$ cat src/hw/rtl/fan_curve_controller_assert.svh
// Assertion macros used by the fan curve controller top level.
`ifndef FAN_CURVE_CONTROLLER_ASSERT_SVH
`define FAN_CURVE_CONTROLLER_ASSERT_SVH

// Same-cycle implication, checked outside reset.
`define FCC_ASSERT_IMP(label, ante, cons) \
  label: assert property (@(posedge clk) disable iff (!rst_n) (ante) |-> (cons)) \
    else $error("fan curve controller check failed");

// Next-cycle implication, checked outside reset.
`define FCC_ASSERT_NXT(label, ante, cons) \
  label: assert property (@(posedge clk) disable iff (!rst_n) (ante) |=> (cons)) \
    else $error("fan curve controller check failed");

`endif

$ cat src/hw/rtl/fcc_pkg.sv
// Types, constants and codes for the fan curve controller.
package fcc_pkg;

  localparam int TEMP_W = 17;
  localparam int DUTY_W = 16;
  localparam int RPM_W = 16;
  localparam int FAN_W = 3;
  localparam int DUTYC_W = 15;

  localparam int DEF_MAX_POINTS = 16;
  localparam int DEF_FAN_SLOTS = 8;

  localparam int DUTY_FULL = 25600;
  localparam int SENSOR_LIMIT = 51200;
  localparam int COLD_LIMIT = -12800;

  // The rpm mix is divided by 25600 as a shift by 10 and a multiply by a
  // rounded-up reciprocal of 25, exact for every mix the block can form.
  localparam int MIX_SHIFT = 10;
  localparam int RECIP_W = 22;
  localparam int RECIP_SHIFT = 26;
  localparam logic [RECIP_W-1:0] MIX_RECIP = 22'd2684355;

  localparam int DIV_N_W = 35;
  localparam int DIV_D_W = 18;
  localparam int DIV_Q_W = 17;

  localparam logic [TEMP_W-1:0] EMERG_RESET = 17'd24320;
  localparam logic [RPM_W-1:0] SLEW_RESET = 16'd800;

  typedef enum logic [1:0] {
    MODE_CLEAR = 2'd0,
    MODE_ADD   = 2'd1,
    MODE_SENSE = 2'd2,
    MODE_EVAL  = 2'd3
  } mode_t;

  typedef enum logic [1:0] {
    STAT_CURVE = 2'd0,
    STAT_EMERG = 2'd1,
    STAT_COLD  = 2'd2,
    STAT_AUTO  = 2'd3
  } status_t;

  typedef enum logic [1:0] {
    CFG_ACTIVE = 2'd0,
    CFG_EMERG  = 2'd1,
    CFG_SLEW   = 2'd2
  } cfg_idx_t;

  typedef enum logic [1:0] {
    SEG_NONE = 2'd0,
    SEG_LOW  = 2'd1,
    SEG_MID  = 2'd2,
    SEG_HIGH = 2'd3
  } seg_kind_t;

  typedef enum logic [3:0] {
    S_IDLE,
    S_SCAN,
    S_MUL,
    S_D1GO,
    S_DIV1,
    S_DUTY,
    S_MIXA,
    S_MIXB,
    S_D2GO,
    S_SLEW
  } state_t;

  typedef struct packed {
    seg_kind_t kind;
    logic [TEMP_W-1:0] lo_t;
    logic [TEMP_W-1:0] hi_t;
    logic [DUTY_W-1:0] lo_d;
    logic [DUTY_W-1:0] hi_d;
  } seg_t;

  typedef struct packed {
    logic [TEMP_W-1:0] temp;
    logic [DUTY_W-1:0] duty;
    logic gt;
    logic ge;
    seg_t seg;
  } cell_link_t;

  typedef struct packed {
    logic ins_en;
    logic [TEMP_W-1:0] ins_temp;
    logic [DUTY_W-1:0] ins_duty;
    logic [TEMP_W-1:0] eval_t;
    logic low_hit;
  } cell_ctl_t;

endpackage

$ cat src/hw/rtl/fcc_cell.sv
// One curve point cell: holds a point, shifts on insert and passes the segment search on.
module fcc_cell import fcc_pkg::*; #(
  parameter int INDEX = 0
) (
  input  logic       clk,
  input  cell_ctl_t  ctl,
  input  logic       occ,
  input  logic       slot_free,
  input  logic       is_last,
  input  cell_link_t nb,
  output cell_link_t link
);

  logic signed [TEMP_W-1:0] temp_r, temp_nxt;
  logic [DUTY_W-1:0] duty_r, duty_nxt;
  seg_t seg_r, seg_nxt;
  logic ge, gt, take;

  always_comb begin
    ge = occ && (temp_r >= $signed(ctl.eval_t));
    gt = occ && (temp_r > $signed(ctl.ins_temp));
    take = ctl.ins_en && (slot_free || gt);
    temp_nxt = temp_r;
    duty_nxt = duty_r;
    if (take) begin
      temp_nxt = nb.gt ? $signed(nb.temp) : $signed(ctl.ins_temp);
      duty_nxt = nb.gt ? nb.duty : ctl.ins_duty;
    end
    seg_nxt = nb.seg;
    if (is_last && occ && (temp_r <= $signed(ctl.eval_t)) && !ctl.low_hit) begin
      seg_nxt.kind = SEG_HIGH;
      seg_nxt.hi_d = duty_r;
    end else if (ge && !nb.ge) begin
      seg_nxt.kind = (INDEX == 0) ? SEG_LOW : SEG_MID;
      seg_nxt.lo_t = nb.temp;
      seg_nxt.hi_t = temp_r;
      seg_nxt.lo_d = nb.duty;
      seg_nxt.hi_d = duty_r;
    end
  end

  always_ff @(posedge clk) begin
    temp_r <= temp_nxt;
    duty_r <= duty_nxt;
    seg_r <= seg_nxt;
  end

  assign link.temp = temp_r;
  assign link.duty = duty_r;
  assign link.gt = gt;
  assign link.ge = ge;
  assign link.seg = seg_r;

endmodule

$ cat config.mk
export PLATFORM = sky130hd
export DESIGN_NAME = fcc_cell
export DESIGN_NICKNAME = d
export VERILOG_FILES = /design/src/hw/rtl/fan_curve_controller_assert.svh /design/src/hw/rtl/fcc_pkg.sv /design/src/hw/rtl/fcc_cell.sv
export SDC_FILE = /design/constraint.sdc
export NUM_CORES = 1
export LEC_CHECK = 0
export ABC_AREA = 0
export CELL_PAD_IN_SITES_DETAIL_PLACEMENT = 1
export CELL_PAD_IN_SITES_GLOBAL_PLACEMENT = 1
export CORE_ASPECT_RATIO = 1.4
export CORE_MARGIN = 2
export CORE_UTILIZATION = 47
export DETAILED_ROUTE_END_ITERATION = 7
export DONT_BUFFER_PORTS = 1
export PLACE_DENSITY_LB_ADDON = 0.1
export REMOVE_ABC_BUFFERS = 1
export SETUP_SLACK_MARGIN = 0.4
export SYNTH_ARGS = -nofsm -noshare
export SYNTH_HDL_FRONTEND = slang
export SYNTH_SLANG_ARGS = --single-unit
$ cat constraint.sdc
create_clock -name clk -period 3.5 [get_ports clk]
set_input_delay 0.525 -clock clk [delete_from_list [all_inputs] [get_ports clk]]
set_output_delay 0.525 -clock clk [all_outputs]
set_load 0.01 [all_outputs]
### Word-level counts from Yosys, hierarchy flattened

Index checks and enable logic that the tools add are counted.

| word-level totals | value |
|---|---|
| flip-flop bits (word level) | 101 |
| input bits | 159 |
| logic and storage cells | 27 |

| cells by class | value |
|---|---|
| $lt $le $gt $ge | 3 |
| muxes and demuxes | 5 |
| reduce and logical (&&, ||, !) cells | 11 |

Operators by type and width:

| cell | count |
|---|---|
| two-way mux 68 bit | 1 |
| two-way mux 50 bit | 1 |
| two-way mux 16 bit | 2 |
| >= comparator 17 bit | 1 |
| > comparator 17 bit | 1 |
| <= comparator 17 bit | 1 |
| two-way mux 17 bit | 1 |
| logical AND 1 bit | 7 |
| logical NOT 1 bit | 2 |
| OR reduction 2 bit | 1 |
| logical OR 1 bit | 1 |

### Logic depth before layout (Yosys ltp)

| logic depth | value |
|---|---|
| word-level depth | 5 |
| mapped depth | 9 |
| gate-level depth less buffers | 8 |

### Least setup slack after synthesis

OpenSTA, ideal clock, no wires.

| timing path | value |
|---|---|
| path kind | input port to output port |
| start point | input ctl[17] (netlist name) |
| end point | output link[68] (netlist name) |
| arrival time | 2.325 ns |
| slack | 0.650 ns |
| stages on the path | 9 |
| path buffers | 2 |
| path through | inv_1 ha_1 nand4_2 nor4_4 o21ai_2 a31oi_4 clkbuf_1 o21a_1 buf_4 |

| on the way | value |
|---|---|
| cells in the longest elaborated chain, start to end | 2 |

RTL lines:

| what | line | source |
|---|---|---|
| start: declaration | fcc_cell.sv:6 | `input cell_ctl_t ctl,` |
| >= comparator 17 bit | fcc_cell.sv:20 | `ge = occ && (temp_r >= $signed(ctl.eval_t));` |
| logical AND 1 bit | fcc_cell.sv:20 |  |
| end: declaration | fcc_cell.sv:11 | `output cell_link_t link` |

No other way between the ends.

==> results.tsv <==
metric	value	unit
htree depth	3	
synthesis-to-layout area growth	8.32	%
Non-Filler Instances	616	
DRT antenna net count	0	
synthesized area per cell	11.0	µm²
power per cell area	520	nW/µm²
met2 Use GR	0.425	
Yosys reg bits	101	
crit path capture	link[68]	
1st-pass router iterations	4	
largest net degree at the start of global routing	50	
maximum clock rate	343	MHz
Placed Cells	599	
post_cts resized	0	
status	complete, no violations	
die area	12000	µm²
Routability Congestion	0.731	
startpoint types	flop	
required time worst endpoint	2.97	ns
slew at the pin with the worst max-slew slack	0.955	ns
hpwl dp	10.5	mm
grt met3 use	0.0884	
Critical Path, Cell by Cell	ha_1, nand4_1, nor4_4, o21ai_2, a31oi_4, o21a_1	
Tcrit/Tclk final	0.833	
origin of the critical flop-to-flop path	temp_r[12]$_DFFE_PP_	
clk sink count	101	
CP startpoint	temp_r[12]$_DFFE_PP_	
RR Endpoint	link[28]$_DFF_P_	
Fin. Hold Viols	0	
layout cells sized above 1	0.202	
min cycle time layout	2.92	ns
critical path class	flop to primary output	
Starting Density	0.483	
CP Capture Type	primary output	
RSZ-0062 raised after global routing	no	
R2R setup slack	0.70	ns
Rows	45	
core box area	10800	µm²
synth unique cells	38	
# DRC	0	
synthesized cell area	5220	µm²
Vias/cell	5.64	
post-synthesis sequential area ratio	0.451	
Initial DRC Count	73	
register area	2350	µm²
Clock Tree Buf Depth	2	
Fillers	1156	
Worst VDD drop	0.000195	V
Slew Viols, Final	0	
WL/cell	22.1	µm
gr ovfl total	0	
first-pass GRT wire length	20.4	mm
met1 GRT Util	0.217	
Slew HR	0.363	
synth warn	0	
Skew-Pair Late Insertion Delay	0.34	ns
critical path arrival	2.39	ns
IO Count	262	
post-layout util	0.523	
root buf cell	clkbuf_16	
Routed Wire Length	13.6	mm
synth top area cells	dfxtp_1 26%, edfxtp_1 19%, mux2_4 14%, ha_1 8.1%, nand2_1 4.1%	
Pleak	2.58	nW
class of the worst hold path	input port to flop	
Nets	663	
grt peak-use layer	met2	
Synth Instances	474	
Ant. Diodes	0	
Max Cap Viol	0	
TritonCTS Buffers	9	
final setup fails	0	
initial antenna violation count	0	
Critical Path Max Stage Delay	0.50	ns
Die Wd	93.1	µm
vias	3473	
CTS tree	yes	
Clock transition at path regs	0.07	ns
post-synth top area cell	dfxtp_1	
top cell type's share of synthesized area	0.261	
CP max-delay cell	edfxtp_1	
cells on worst reg2reg path	8	
Multi-input gate area	2630	µm²
port bufs	0	
vias in the first global route	3850	
CP max FO	5	
die height	129	µm
worst hold slack	0.287	ns
All-Layer GR Usage	0.225	
Layout Skew	0.00991	ns
registers in the layout, summed over array words and instances, names as in the netlist:
register	cells
temp_r	17
duty_r	16
link	68
per-stage QoR:
step | worst slack, ns | total power [mW] | instance area [µm²] | setup TNS, ns
after floorplan | -0.178 | 1.82 | 5100 | -8.91
after global placement | 0.671 | 1.91 | 5340 | 0
after detailed placement | 0.597 | 1.94 | 5340 | 0
after CTS | 0.433 | 2.98 | 5650 | 0
after global routing | 0.403 | 3.08 | 5650 | 0
final | 0.583 | 2.94 | 5650 | 0
worst max-delay path: cells and delay by family (launching register included):
family | cells | cell delay, ns
fa+ha+maj | 1 | 0.36
compound gates | 3 | 0.59
simple gates | 2 | 0.61
flops | 1 | 0.50
layout make-up:
type	count	share of cell area
multi-input cells	317	0.464
flip-flops and latches	101	0.416
clock buffers	12	0.0456
well taps	141	0.0312
inverters	35	0.0232
repair buffers	6	0.0102
clock inverters	4	0.00929
layer usage:
layer  wire length [µm]  part of all wire  vias to the layer above
met3               1270             0.094                       21
met5                  0                 0                        -
li1                   -                 -                     1617
met2               7500              0.55                      173
met1               4470              0.33                     1662
met4                344             0.025                        0
Yosys cell counts:
library cell and instances:
edfxtp_1 33, clkbuf_1 13, a31oi_1 2, nand2_1 57, mux2i_1 1, o21ai_0 38, and4_1 1, or2_2 1
a22o_1 1, nor3_1 1, and3_1 1, a211oi_1 2, mux2_4 50, o21a_1 7, mux2_2 17, nand4_2 1
ha_1 34, o211a_1 1, o21ai_2 1, dfxtp_1 68, inv_1 35, and2_1 18, nand4_1 4, buf_6 5
a21o_1 19, a31oi_4 1, nand2b_1 17, o211ai_1 2, o2111a_1 1, buf_1 1, o31a_1 1, a21oi_1 8
nor4_4 1, o211ai_4 1, buf_4 2, nor2_1 6, nand3_1 1, nor2b_1 21
cell usage in the layout (no fill, tap or decap), types with 2 or more instances in the layout:
cell type,n
clkbuf_16,10
buf_4,5
o21ai_0,38
dfxtp_1,68
inv_1,35
mux2_2,17
ha_1,34
a21oi_1,8
a211oi_1,2
and2_1,18
a31oi_2,2
nor2_1,6
mux2_4,50
a21o_1,19
edfxtp_1,33
o21a_1,7
o211ai_1,2
clkbuf_1,2
nand2_1,57
nand4_1,4
nor2b_1,21
nand2b_1,17
worst min-delay path by stage:
stage / from / end / slack (ns) / cells after the start
after floorplan: temp_r[0]$_DFFE_PP_ / link[32]$_DFF_P_ / 0.58 / 1
after CTS: nb[66] / link[66]$_SDFF_PP1_ / 0.28 / 1
final: nb[66] / link[66]$_SDFF_PP1_ / 0.29 / 1
after global routing: nb[66] / link[66]$_SDFF_PP1_ / 0.27 / 1
after global placement: temp_r[0]$_DFFE_PP_ / link[32]$_DFF_P_ / 0.61 / 1
after detailed placement: temp_r[0]$_DFFE_PP_ / link[32]$_DFF_P_ / 0.62 / 1
cell families after synthesis:
kind of cell,Yosys count,share of synthesized area
fa+ha+maj,34,0.0815
buf+inv,56,0.0489
mux,68,0.182
compound gates,85,0.107
simple gates,130,0.130
flops,101,0.451
repair_timing:
action	in CTS	in global routing
hold buffers	0	0
buffers inserted	0	1
setup endpoints to repair	0	1
where the power goes:
part	internal, mW	total, mW	switching (mW)
sequential	1.35	1.49	0.139
clock	0.601	1.04	0.434
combinational	0.215	0.418	0.202
total	2.17	2.94	0.776
Power figures use the tool's default switching activity.
