[src/hw/rtl/fan_curve_controller_assert.svh]
// Assertion macros used by the fan curve controller top level.
`ifndef FAN_CURVE_CONTROLLER_ASSERT_SVH
`define FAN_CURVE_CONTROLLER_ASSERT_SVH

// Same-cycle implication, checked outside reset.
`define FCC_ASSERT_IMP(label, ante, cons) \
  label: assert property (@(posedge clk) disable iff (!rst_n) (ante) |-> (cons)) \
    else $error("fan curve controller check failed");

// Next-cycle implication, checked outside reset.
`define FCC_ASSERT_NXT(label, ante, cons) \
  label: assert property (@(posedge clk) disable iff (!rst_n) (ante) |=> (cons)) \
    else $error("fan curve controller check failed");

`endif

[src/hw/rtl/fcc_pkg.sv]
// Types, constants and codes for the fan curve controller.
package fcc_pkg;

  localparam int TEMP_W = 17;
  localparam int DUTY_W = 16;
  localparam int RPM_W = 16;
  localparam int FAN_W = 3;
  localparam int DUTYC_W = 15;

  localparam int DEF_MAX_POINTS = 16;
  localparam int DEF_FAN_SLOTS = 8;

  localparam int DUTY_FULL = 25600;
  localparam int SENSOR_LIMIT = 51200;
  localparam int COLD_LIMIT = -12800;

  // The rpm mix is divided by 25600 as a shift by 10 and a multiply by a
  // rounded-up reciprocal of 25, exact for every mix the block can form.
  localparam int MIX_SHIFT = 10;
  localparam int RECIP_W = 22;
  localparam int RECIP_SHIFT = 26;
  localparam logic [RECIP_W-1:0] MIX_RECIP = 22'd2684355;

  localparam int DIV_N_W = 35;
  localparam int DIV_D_W = 18;
  localparam int DIV_Q_W = 17;

  localparam logic [TEMP_W-1:0] EMERG_RESET = 17'd24320;
  localparam logic [RPM_W-1:0] SLEW_RESET = 16'd800;

  typedef enum logic [1:0] {
    MODE_CLEAR = 2'd0,
    MODE_ADD   = 2'd1,
    MODE_SENSE = 2'd2,
    MODE_EVAL  = 2'd3
  } mode_t;

  typedef enum logic [1:0] {
    STAT_CURVE = 2'd0,
    STAT_EMERG = 2'd1,
    STAT_COLD  = 2'd2,
    STAT_AUTO  = 2'd3
  } status_t;

  typedef enum logic [1:0] {
    CFG_ACTIVE = 2'd0,
    CFG_EMERG  = 2'd1,
    CFG_SLEW   = 2'd2
  } cfg_idx_t;

  typedef enum logic [1:0] {
    SEG_NONE = 2'd0,
    SEG_LOW  = 2'd1,
    SEG_MID  = 2'd2,
    SEG_HIGH = 2'd3
  } seg_kind_t;

  typedef enum logic [3:0] {
    S_IDLE,
    S_SCAN,
    S_MUL,
    S_D1GO,
    S_DIV1,
    S_DUTY,
    S_MIXA,
    S_MIXB,
    S_D2GO,
    S_SLEW
  } state_t;

  typedef struct packed {
    seg_kind_t kind;
    logic [TEMP_W-1:0] lo_t;
    logic [TEMP_W-1:0] hi_t;
    logic [DUTY_W-1:0] lo_d;
    logic [DUTY_W-1:0] hi_d;
  } seg_t;

  typedef struct packed {
    logic [TEMP_W-1:0] temp;
    logic [DUTY_W-1:0] duty;
    logic gt;
    logic ge;
    seg_t seg;
  } cell_link_t;

  typedef struct packed {
    logic ins_en;
    logic [TEMP_W-1:0] ins_temp;
    logic [DUTY_W-1:0] ins_duty;
    logic [TEMP_W-1:0] eval_t;
    logic low_hit;
  } cell_ctl_t;

endpackage

[src/hw/rtl/fcc_divider.sv]
// Restoring divider that produces one quotient bit per cycle.
module fcc_divider import fcc_pkg::*; (
  input  logic               clk,
  input  logic               rst_n,
  input  logic               start,
  input  logic [DIV_N_W-1:0] num,
  input  logic [DIV_D_W-1:0] den,
  output logic               done,
  output logic [DIV_Q_W-1:0] quo
);

  localparam int CNT_W = $clog2(DIV_Q_W + 1);

  logic [DIV_D_W-1:0] rem_r, rem_nxt;
  logic [DIV_Q_W-1:0] q_r, q_nxt;
  logic [DIV_D_W-1:0] den_r, den_nxt;
  logic [CNT_W-1:0] cnt_r, cnt_nxt;
  logic done_r, done_nxt;
  logic [DIV_D_W:0] trial;
  logic fits;

  always_comb begin
    trial = {rem_r, q_r[DIV_Q_W-1]};
    fits = trial >= {1'b0, den_r};
    rem_nxt = rem_r;
    q_nxt = q_r;
    den_nxt = den_r;
    cnt_nxt = cnt_r;
    done_nxt = 1'b0;
    if (start) begin
      rem_nxt = num[DIV_N_W-1:DIV_Q_W];
      q_nxt = num[DIV_Q_W-1:0];
      den_nxt = den;
      cnt_nxt = CNT_W'(DIV_Q_W);
    end else if (cnt_r != '0) begin
      rem_nxt = fits ? DIV_D_W'(trial - {1'b0, den_r}) : trial[DIV_D_W-1:0];
      q_nxt = {q_r[DIV_Q_W-2:0], fits};
      cnt_nxt = cnt_r - 1'b1;
      done_nxt = (cnt_r == CNT_W'(1));
    end
  end

  always_ff @(posedge clk) begin
    if (!rst_n) begin
      cnt_r <= '0;
      done_r <= 1'b0;
    end else begin
      cnt_r <= cnt_nxt;
      done_r <= done_nxt;
    end
    rem_r <= rem_nxt;
    q_r <= q_nxt;
    den_r <= den_nxt;
  end

  assign done = done_r;
  assign quo = q_r;

endmodule

[config.mk]
export PLATFORM = sky130hd
export DESIGN_NAME = fcc_divider
export DESIGN_NICKNAME = d
export VERILOG_FILES = /design/src/hw/rtl/fan_curve_controller_assert.svh /design/src/hw/rtl/fcc_pkg.sv /design/src/hw/rtl/fcc_divider.sv
export SDC_FILE = /design/constraint.sdc
export NUM_CORES = 1
export LEC_CHECK = 0
export BUFFER_PORTS_ARGS = -buffer_cell sky130_fd_sc_hd__buf_2
export CORE_MARGIN = 3
export CORE_UTILIZATION = 50
export DETAILED_ROUTE_END_ITERATION = 10
export PLACE_DENSITY = 0.72
export RECOVER_POWER = 50
export SYNTH_ARGS = -nofsm -noshare
export SYNTH_HDL_FRONTEND = slang
export SYNTH_SLANG_ARGS = --single-unit
[constraint.sdc]
create_clock -name clk -period 3.4 [get_ports clk]
set_input_delay 0.85 -clock clk [delete_from_list [all_inputs] [get_ports clk]]
set_output_delay 0.85 -clock clk [all_outputs]
set_load 0.005 [all_outputs]
### Word level (Yosys, flattened, before mapping)

Index checks and enable logic that the tools add are counted.

* add/sub/neg operators: 2
* multipliers: 0
* divide/modulo/power cells: 0
* order comparisons: 1
* equal/unequal tests: 1
* shift-type cells: 0
* multiplexer cells: 7
* bitwise operators: 2
* reductions and logical operators: 4

Operator list (number)
* 2-to-1 mux 18 bit: 3
* 2-to-1 mux 17 bit: 2
* greater-or-equal comparator 19 x 18 -> 1 bit: 1
* subtractor 18 bit: 1
* 2-to-1 mux 5 bit: 2
* equality test 5 x 1 -> 1 bit (second input constant): 1
* nonzero test 5 bit: 1
* subtractor 5 x 1 -> 5 bit (second input constant): 1
* OR reduction 3 bit: 1
* NOT 1 bit: 2
* nonzero test 2 bit: 1
* OR reduction 2 bit: 1

* bits in registers: 59
* latch bits: 0
* RAM bits: 0
* ROM bits: 0
* output and inout port bits: 18
* logic and storage cells: 23
* memories: 0

### Longest topological paths before layout

Gate-level depths: netlist of the first run.

* word-level depth: 4
* depth in mapped cells: 11
* gate-level depth less buffers: 10

### Least setup slack after synthesis of the first run

OpenSTA, ideal clock, no wires.

* path kind: register to register
* from: reg q_r[16], in the netlist quo[16]
* to: reg rem_r[10] (data pin)
* setup time: 260 ps
* arrival time: 2281 ps
* required time: 3140 ps
* setup slack: 859 ps
* stages on the path, launching flop included: 11
* path buffers: 0
* clock period less this slack: 2541 ps
* path through: edfxtp_1 inv_1 ha_1 fa_1 nand2b_1 a21o_1 a21oi_1 a31o_2 xor2_1 mux2_1 mux2_2

* word-level cells in the longest chain between the ends: 4
* elaborated cells on any way between the ends: 5
* those cells by class: 1 x add/sub; 1 x order compare; 3 x mux

Ends and longest elaborated chain
* from (decl): line fcc_divider.sv:15 `logic [DIV_Q_W-1:0] q_r, q_nxt;`
* from (signal assigned): line fcc_divider.sv:52 `q_r <= q_nxt;`
* subtractor 18 bit / greater-or-equal comparator 19 x 18 -> 1 bit (equally long branches): line fcc_divider.sv:36, fcc_divider.sv:24
* 2-to-1 mux 18 bit *: line fcc_divider.sv:36 `rem_nxt = fits ? DIV_D_W'(trial - {1'b0, den_r}) : trial[DIV_D_W-1:0];`
* 2-to-1 mux 18 bit *: line fcc_divider.sv:35 `end else if (cnt_r != '0) begin`
* 2-to-1 mux 18 bit *: line fcc_divider.sv:30 `if (start) begin`
* via rem_nxt[10]: line fcc_divider.sv:14 `logic [DIV_D_W-1:0] rem_r, rem_nxt;`
* to (signal assigned): line fcc_divider.sv:51 `rem_r <= rem_nxt;`
* to (decl): line fcc_divider.sv:14

The timed path passes the listed nets; every way through them passes the cells marked *. The select of a mux whose other input is x is not followed.
A chain may end at the register's enable or synchronous reset.

### Worst setup path after layout of the first run

* from: in start
* to: reg rem_r[11] (data pin)

* word-level cells in the longest chain between the ends: 1

Ends and longest elaborated chain
* from (decl): line fcc_divider.sv:5 `input logic start,`
* 2-to-1 mux 18 bit: line fcc_divider.sv:30
* via rem_nxt[11]: line fcc_divider.sv:14

The timed path passes the listed nets, and every way through them passes these cells.

==> run_results.csv, run 1 <==
group,metric,value,unit
placement,dp_hpwl,5067,um
sta,hold_viol_final,0,
critical_path,path_class,"in2reg",
sta,fin_ws,0.3295,ns
hold_path,hp-class,"reg2reg",
layout,synthToLayoutAreaGrowth,20.77,%
yosys,synthMuxAreaShare,7.578,%
floorplanning,die_w,88.08,um
global_routing,grt_max_degree,43,
critical_path,worstPathRequired,3.48,ns
floorplanning,start_util,52.44,%
critical_path,crit_path_end_kind,"register",
sta,finalClockSkew,0.01172,ns
run_status,status,"finished with violations",
floorplanning,core,0.006422,sq mm
yosys,yosys.area_share.simple,12.11,%
layout,nets,450,
yosys,synth_edf_count,53,
global_routing,overflow,0,
placement,place_area,0.003849,sq mm
run_status,failed_checks,"max-capacitance violations, max-slew violations",
yosys,synth_commonest_cells,"53 x edfxtp_1, 25 x inv_1, 24 x nand2_1",
layout,drive_gt1_share,28.38,%
sta,worstMarginPinSlew,1.606,ns
drt,wl,6995,um
yosys,synth-seq-area-share,50.82,%
cts,clk_latency,0.34,ns
yosys,yosysMostFrequentCell,"edfxtp_1",
placement,place_inst,439,
cts,clock-sinks,59,
flow_run,cap_violations,1,
yosys,synth-seq-cells,59,
floorplanning,die_h,88.08,um
critical_path,crit_chain,"clkbuf_1 -> clkbuf_1 -> nor2b_1 -> a221o_1",
drt,vias,2524,
global_routing,grt_pass1_vias,2489,
layout,n_fill_cell,519,
drt,ant_nets,0,
sta,setup_viol,0,
critical_path,crit_start,"start",
yosys,yosysUniqueCellTypes,46,
drt,first_pass_iters,4,
critical_path,crit_fanout,30,
yosys,synth_top_family_by_area,"compound AO/OA/AOI/OAI gates",
cts,htreeDepth,3,
yosys,synth_top_cell_by_area,"edfxtp_1",
yosys,avgSynthCellArea,11.42,sq um
sta,finalMaxSlewViolations,30,
yosys,syn_nets,372,
drt,drc,0,
layout,stdcell_count,454,
cts,cts_resized,0,
yosys,yosysTopAreaCellShare,47.25,%
cts,numCtsBuffers,9,
cts,tritoncts,"done",
sta,fin_crit,3.071,ns
critical_path,cp.buffers_inverters,2,
critical_path,cp_slowest_cell,"clkbuf_1",
critical_path,reg2reg_from,"rem_r[9]$_DFFE_PP_",
global_routing,gr-usage-all-layers,19.42,%
floorplanning,pin_count,74,
yosys,synth_compound_area_share,12.44,%
pwr,ir_drop,0.3958,mV
sta,fmax,325.7,MHz
sta,fin_setup_tns,0,ns
yosys,synthArstFlopShare,0,%
yosys,netlist_area,0.003368,sq mm
critical_path,path_delay_family,"buffers and inverters",
sta,grt_setup_unrepaired,"no",
placement,gp_congestion,0.9171,
critical_path,crit_path_frequent_cell,"clkbuf_1",
yosys,ys.flop_type,"edfxtp_1",
global_routing,grt_pass1_wl,11500,um
yosys,synth_area_leaders,"edfxtp_1 47%, ha_1 7.4%, mux2_2 6.4%",
sta,period_share,90.31,%
yosys,postSynthCellCount,295,
pwr,leakage,0.001736,uW
sta,maxSlewHeadroom,-7.072,%
drt,wl_per_cell,15.41,um
critical_path,crit_arrival,3.15,ns
drt,viasPerCell,5.559,
cts,ctsHoldBuffers,0,
cts,path_clk_slew,0.07,ns
layout,finalInstanceArea,0.004068,sq mm
floorplanning,die_area,0.007757,sq mm
yosys,yosys.area_share.xor_xnor,4.941,%
placement,portBuffers,73,
floorplanning,floorplan.rows,29,
pwr,p_per_area,814.6,mW/mm^2
hold_path,hp-start,"cnt_r[4]$_SDFFE_PN0P_",
placement,dp_slack,0.5138,ns
drt,drt-initial-drc-count,213,
global_routing,antenna_found_initial,0,
critical_path,cp_slowest_stage_delay,1.13,ns
cts,clock-root-buffer,"clkbuf_8",
critical_path,start_kind,"input pin",
yosys,yosys.area_share.adder,8.024,%
yosys,yosys_warnings,0,
cts,post_cts_buffers,0,
cts,clock_path_buffers,2,
layout,antenna_cells,0,
-- worst min-delay path, cell delays in order (launching register included) --
cell     delay (ns)
dfxtp_1        0.33
a21oi_1        0.06
nor2_1         0.07
-- cell usage in the layout (no fill, tap or decap), types with 8 or more instances in the layout --
cell,n
nand3b_1,8
nand2_1,24
a21oi_1,15
xor2_1,11
mux2_2,19
buf_2,68
clkbuf_8,9
edfxtp_1,53
nor2b_1,8
inv_1,25
ha_1,20
nor2_1,13
xnor2_1,8
-- where the power goes --
part	internal (uW)	switching, uW	leakage [uW]	total, uW
Combinational	629	804	0.00103	1430
Clock	477	273	0.000110	750
Sequential	1030	97.6	0.000591	1130
Total	2140	1170	0.00174	3310
-- metal layers --
layer	vias up	global-route usage (%)	share of wire, %
met3	12	8.749	8.0
met2	99	30.21	46
met4	0	4.945	1.1
met5	-	0	0
met1	1158	24.90	44
li1	1255	-	-
-- flip-flops by register name (all words and copies together), names as in the netlist --
name / count
quo: 17
done: 1
den_r: 18
cnt_r: 5
rem_r: 18
-- cells by family after synthesis --
| kind of cell | after synthesis |
|---|---|
| flip-flops | 59 |
| multiplexers | 23 |
| AND/OR/NAND/NOR | 78 |
| AO/OA/AOI/OAI | 59 |
| adder cells (fa/ha/maj) | 21 |
| buffers and inverters | 36 |
| XOR/XNOR | 19 |
-- cell type report --
cell class / count / area (sq um) / share of cell area (%)
flip-flops and latches: 59 / 1712 / 42.08
multi-input cells: 200 / 1519 / 37.34
repair buffers: 78 / 417.9 / 10.27
clock buffers: 9 / 123.9 / 3.045
clock inverters: 6 / 105.1 / 2.584
well taps: 77 / 96.34 / 2.369
inverters: 25 / 93.84 / 2.307
-- final timing paths --
path | endpoint | cells past startpoint | slack [ns]
setup / recovery | rem_r[11]$_DFFE_PP_ | 4 | 0.33
hold / removal | cnt_r[4]$_SDFFE_PN0P_ | 2 | 0.50
setup reg to reg | rem_r[10]$_DFFE_PP_ | 9 | 0.48
hold reg to reg | cnt_r[4]$_SDFFE_PN0P_ | 2 | 0.50
-- through the flow --
stage	util (%)	hold slack, ns	power (uW)
finish	63.34	0.4960	3313
detailed placement	59.93	0.4798	2559
CTS	63.49	0.4957	3324
global placement	59.93	0.4749	2534
floorplan	-	0.4576	2190
global route	63.34	0.5605	3552
Power figures use the tool's default switching activity.
==> run 2: changes to the inputs <==
REMOVE_ABC_BUFFERS = 1   (was not set)
==> run 2 against run 1 <==
Compared with the run above:
- the run now ends clean
- maximum frequency rose by 2.2%
- clock power shrank 13%
- critical path depth up 5
- cell count rose by 0.44%
- first-iteration DRC count decreased by 36%
- worst hold slack gained 0.022 ns
- sequential power about the same
- routed wire length down 2.4%
- via count down 1.6%
- clock skew is 0.00071 ns lower
- critical path type is now reg2reg
- highest routed layer unchanged
==> run_results.csv, run 2 (synthesis gave the netlist of run 1 again) <==
group,metric,value,unit
pwr,ir_drop,0.3364,mV
floorplanning,core,0.006422,sq mm
critical_path,path_class,"reg2reg",
layout,final_common_cell,"buf_2",
cts,clock-root-buffer,"clkbuf_8",
global_routing,grt_pass1_wl,11260,um
floorplanning,die_area,0.007757,sq mm
global_routing,grt_max_degree,43,
cts,post_cts_buffers,0,
pwr,clockPowerShare,20.4,%
drt,first_pass_iters,4,
pwr,power_frac_comb,44.4,%
cts,path_clk_slew,0.07,ns
cts,htreeDepth,3,
sta,setup_viol,0,
placement,gp_congestion,0.8950,
placement,dp_slack,0.3967,ns
global_routing,gr-usage-all-layers,18.89,%
cts,cts_resized,0,
pwr,power,3196,uW
drt,drc,0,
sta,fin_setup_tns,0,ns
sta,grt_setup_unrepaired,"no",
pwr,leakage,0.001712,uW
floorplanning,die_w,88.08,um
critical_path,crit_arrival,3.08,ns
sta,fmax,332.9,MHz
sta,worstMarginPinSlew,1.120,ns
pwr,sw_frac_of_total,36.39,%
hold_path,whs_path_depth,2,
sta,hold_ws,0.5180,ns
layout,antenna_cells,0,
cts,clock_path_buffers,2,
sta,maxSlewHeadroom,25.35,%
global_routing,overflow,0,
cts,numCtsBuffers,9,
sta,finalClockSkew,0.01101,ns
critical_path,path_delay_family,"compound AO/OA/AOI/OAI gates",
drt,wl,6829,um
cts,clock-sinks,59,
pwr,p_switching,1163,uW
critical_path,reg2regPathDepth,9,
critical_path,crit_chain,"ha_1 -> o211ai_1 -> a21oi_1 -> o21ai_1 -> o31ai_1 -> a21oi_2 -> buf_4 -> and3b_1 -> a221o_1",
critical_path,timing.rr.end,"rem_r[15]$_DFFE_PP_",
critical_path,worstPathRequired,3.48,ns
layout,synthToLayoutAreaGrowth,19.17,%
sta,hold_viol_final,0,
floorplanning,floorplan.rows,29,
floorplanning,die_h,88.08,um
hold_path,hold_path_end,"cnt_r[1]$_SDFFE_PP0P_",
critical_path,cp_slowest_cell,"o31ai_1",
layout,nets,451,
placement,portBuffers,73,
floorplanning,start_util,52.44,%
layout,layout_common_cells,"66 x buf_2, 53 x edfxtp_1, 25 x inv_1",
critical_path,cp_slowest_stage_delay,0.50,ns
flow_run,cap_violations,0,
global_routing,grt_pass1_vias,2437,
pwr,p_per_area,796.1,mW/mm^2
placement,dp_hpwl,5031,um
sta,fin_ws,0.3957,ns
pwr,p_int,2033,uW
critical_path,start_kind,"register",
hold_path,hp-class,"reg2reg",
global_routing,antenna_found_initial,0,
pwr,p_seq_share,35.2,%
critical_path,crit_fanout,16,
hold_path,hp-start,"cnt_r[1]$_SDFFE_PP0P_",
drt,viasPerCell,5.445,
sta,finalMaxSlewViolations,0,
floorplanning,pin_count,74,
drt,wl_per_cell,14.98,um
drt,drt-initial-drc-count,137,
cts,ctsHoldBuffers,0,
sta,fin_crit,3.004,ns
critical_path,cp.buffers_inverters,1,
critical_path,reg2reg_from,"rem_r[2]$_DFFE_PP_",
cts,tritoncts,"done",
critical_path,reg2reg_setup_slack,0.40,ns
sta,period_share,88.36,%
run_status,status,"completed",
drt,vias,2483,
drt,ant_nets,0,
cts,clk_latency,0.34,ns
critical_path,crit_path_end_kind,"register",
layout,drive_gt1_share,27.97,%
==> run 2: changes by cell type in the layout (fill, tap and decap cells not counted) <==
cell        delta
clkbuf_1       +5
buf_12         -2
buf_2          -2
buf_4          +2
bufinv_16      -2
clkbuf_8       +2
clkinv_1       -2
clkbuf_2       +1
clkinv_2       +1
clkinvlp_4     -1
==> run 2: through the flow <==
step                utilization [%]  cell area (sq um)  cells
global route                  62.50               4014    456
global placement              59.65               3831    440
floorplan                         -               3324    284
CTS                           62.73               4029    456
detailed placement            59.65               3831    440
finish                        62.50               4014    456
==> run 2: how the worst max path moves through the flow <==
stage | slack (ns) | endpoint | cells past startpoint | start
6_report | 0.40 | rem_r[15]$_DFFE_PP_ | 9 | rem_r[2]$_DFFE_PP_
5_1_grt | 0.27 | rem_r[15]$_DFFE_PP_ | 9 | rem_r[2]$_DFFE_PP_
4_1_cts | 0.41 | rem_r[15]$_DFFE_PP_ | 9 | rem_r[2]$_DFFE_PP_
3_5_place_dp | 0.40 | rem_r[15]$_DFFE_PP_ | 9 | rem_r[2]$_DFFE_PP_
3_3_place_gp | 0.61 | rem_r[15]$_DFFE_PP_ | 9 | rem_r[2]$_DFFE_PP_
2_1_floorplan | 0.37 | rem_r[10]$_DFFE_PP_ | 8 | rem_r[7]$_DFFE_PP_
==> run 2: worst register-to-register path, stage by stage (launching register included) <==
cell and delay (ns):
edfxtp_1 0.42, ha_1 0.40, o211ai_1 0.12, a21oi_1 0.20, o21ai_1 0.14, o31ai_1 0.50
a21oi_2 0.25, buf_4 0.27, and3b_1 0.19, a221o_1 0.26
==> run 2: power groups by stage <==
| stage | logic (uW) | clock network (uW) | registers (uW) |
|---|---|---|---|
| detailed placement | 1410 | 0 | 1140 |
| finish | 1420 | 651 | 1120 |
| floorplan | 1050 | 0 | 1120 |
| global placement | 1390 | 0 | 1130 |
| global route | 1580 | 692 | 1150 |
| CTS | 1420 | 662 | 1130 |
==> run 2: routing by layer <==
layer	part of all wire [%]	global-route usage, %
met3	6.4	5.644
met5	0	0
met4	1.5	8.379
met1	47	25.42
met2	45	28.29
==> run 2: layout make-up <==
type | instances | area (sq um)
flip-flops and latches | 59 | 1712
inverters | 25 | 93.84
repair buffers | 79 | 395.4
well taps | 77 | 96.34
multi-input cells | 200 | 1519
fillers | 559 | 2409
clock buffers | 14 | 162.7
clock inverters | 2 | 35.03
==> run 3: changes to the inputs <==
BUFFER_PORTS_ARGS = not set   (was -buffer_cell sky130_fd_sc_hd__buf_2)
CORE_MARGIN = 4   (was 3)
DONT_BUFFER_PORTS = 1   (was not set)
PLACE_DENSITY = 0.63   (was 0.72)
==> run 3 against run 2 <==
Compared with the run above:
- cell count shrank 17%
- largest power group unchanged
- die area grew 4.6%
- utilization shrank 6.4 points
- worst setup slack gained 0.21 ns
- critical path type unchanged
- highest routed layer unchanged
==> run_results.csv, run 3 (synthesis gave the netlist of run 1 again) <==
group,metric,value,unit
pwr,ir_drop,0.3521,mV
cts,clock-sinks,59,
global_routing,antenna_found_initial,0,
global_routing,grtUsageMet1,22.56,%
critical_path,reg2regPathDepth,10,
global_routing,groute.layer.met2.usage,24.77,%
cts,tritoncts,"done",
drt,ant_nets,0,
layout,drive_gt1_share,13.25,%
sta,fmax,357.9,MHz
critical_path,reg2reg_from,"quo[16]$_DFFE_PP_",
sta,maxSlewHeadroom,42.68,%
sta,fin_ws,0.6061,ns
drt,vias,2234,
pwr,sw_frac_of_total,38.03,%
critical_path,crit_path_end_kind,"register",
layout,nets,374,
sta,hold_viol_final,0,
cts,cts_resized,0,
sta,finalClockSkew,0.008276,ns
drt,drt-initial-drc-count,113,
floorplanning,core,0.006459,sq mm
layout,synthToLayoutAreaGrowth,7.615,%
cts,clock_path_buffers,2,
pwr,power_frac_comb,44.1,%
hold_path,hp-start,"cnt_r[4]$_SDFFE_PN0P_",
critical_path,path_class,"reg2reg",
run_status,status,"completed",
sta,setup_viol,0,
sta,period_share,82.17,%
pwr,p_seq_share,37.4,%
drt,viasPerCell,5.894,
cts,clock-root-buffer,"clkbuf_8",
cts,htreeDepth,3,
floorplanning,floorplan.rows,29,
cts,path_clk_slew,0.07,ns
cts,post_cts_buffers,0,
layout,layout_common_cells,"53 x edfxtp_1, 25 x inv_1, 24 x nand2_1",
sta,fin_crit,2.794,ns
floorplanning,pin_count,74,
pwr,clockPowerShare,18.5,%
critical_path,crit_fanout,3,
floorplanning,start_util,52.15,%
critical_path,crit_start,"quo[16]$_DFFE_PP_",
global_routing,grt_max_degree,88,
layout,final_common_cell,"edfxtp_1",
global_routing,grt_pass1_vias,2274,
floorplanning,die_area,0.008114,sq mm
layout,antenna_cells,0,
pwr,p_int,1895,uW
sta,fin_setup_tns,0,ns
hold_path,whs_path_depth,2,
placement,dp_slack,0.6223,ns
global_routing,top_usage_layer,"met2",
sta,worstMarginPinSlew,0.8598,ns
floorplanning,die_h,90.08,um
hold_path,hp-class,"reg2reg",
placement,gp_congestion,0.8777,
placement,dp_hpwl,4584,um
sta,finalMaxSlewViolations,0,
cts,numCtsBuffers,9,
global_routing,grt_pass1_wl,11070,um
flow_run,cap_violations,0,
drt,wl,6495,um
critical_path,start_kind,"register",
critical_path,crit_arrival,2.89,ns
pwr,p_per_area,843.5,mW/mm^2
pwr,leakage,0.001412,uW
drt,first_pass_iters,4,
cts,ctsHoldBuffers,0,
global_routing,overflow,0,
placement,portBuffers,0,
drt,drc,0,
drt,wl_per_cell,17.14,um
pwr,p_switching,1163,uW
global_routing,use_met3,5.593,%
critical_path,worstPathRequired,3.49,ns
sta,grt_setup_unrepaired,"no",
global_routing,gr-usage-all-layers,16.85,%
floorplanning,die_w,90.08,um
cts,clk_latency,0.34,ns
run 3: changes by cell type in the layout (fill, tap and decap cells not counted), moves of 2 or more:
cell        before  now
buf_2           66    0
buf_4            4    1
clkbuf_1        11    0
clkbuf_8        11    9
clkinvlp_4       0    4
inv_6            0    2
run 3: worst paths after layout:
path	endpoint	slack (ns)
max	rem_r[10]$_DFFE_PP_	0.61
min reg2reg	cnt_r[4]$_SDFFE_PN0P_	0.51
max reg2reg	rem_r[10]$_DFFE_PP_	0.61
min	cnt_r[4]$_SDFFE_PN0P_	0.51
run 3: critical path, cell delays in order (launching register included):
cell	delay (ns)
edfxtp_1	0.38
inv_1	0.07
ha_1	0.22
fa_1	0.40
nand2b_1	0.18
a21o_1	0.18
a21oi_1	0.27
a31o_2	0.23
xor2_1	0.06
mux2_1	0.30
mux2_2	0.26
run 3: area by class of cell:
type,instances,area [sq um]
tap,77,96.34
timing repair buffer,2,27.53
sequential,59,1712
clock inverter,7,52.55
fill,564,2834
inverter,25,93.84
clock buffer,9,123.9
multi-input combinational,200,1519
run 3: metrics by stage:
step	area, sq um	cells	hold WS (ns)	total power (uW)	util (%)
after floorplan	3324	284	0.4524	2163	-
after global placement	3448	363	0.4691	2486	53.39
after detailed placement	3448	363	0.4881	2491	53.39
after CTS	3625	379	0.5076	3076	56.12
after global routing	3625	379	0.5496	3296	56.12
final	3625	379	0.5135	3057	56.12
run 3: power by group through the flow:
stage                     registers [uW]  logic, uW  clock network [uW]
after floorplan                     1120       1050                   0
after global placement              1150       1330                   0
after detailed placement            1160       1340                   0
after CTS                           1140       1350                 587
after global routing                1170       1510                 620
final                               1140       1350                 566
run 3: routing by layer:
layer	up-vias	part of all wire (%)
li1	1101	-
met1	1051	47
met2	68	43
met3	14	7.2
met4	0	2.1
met5	-	0
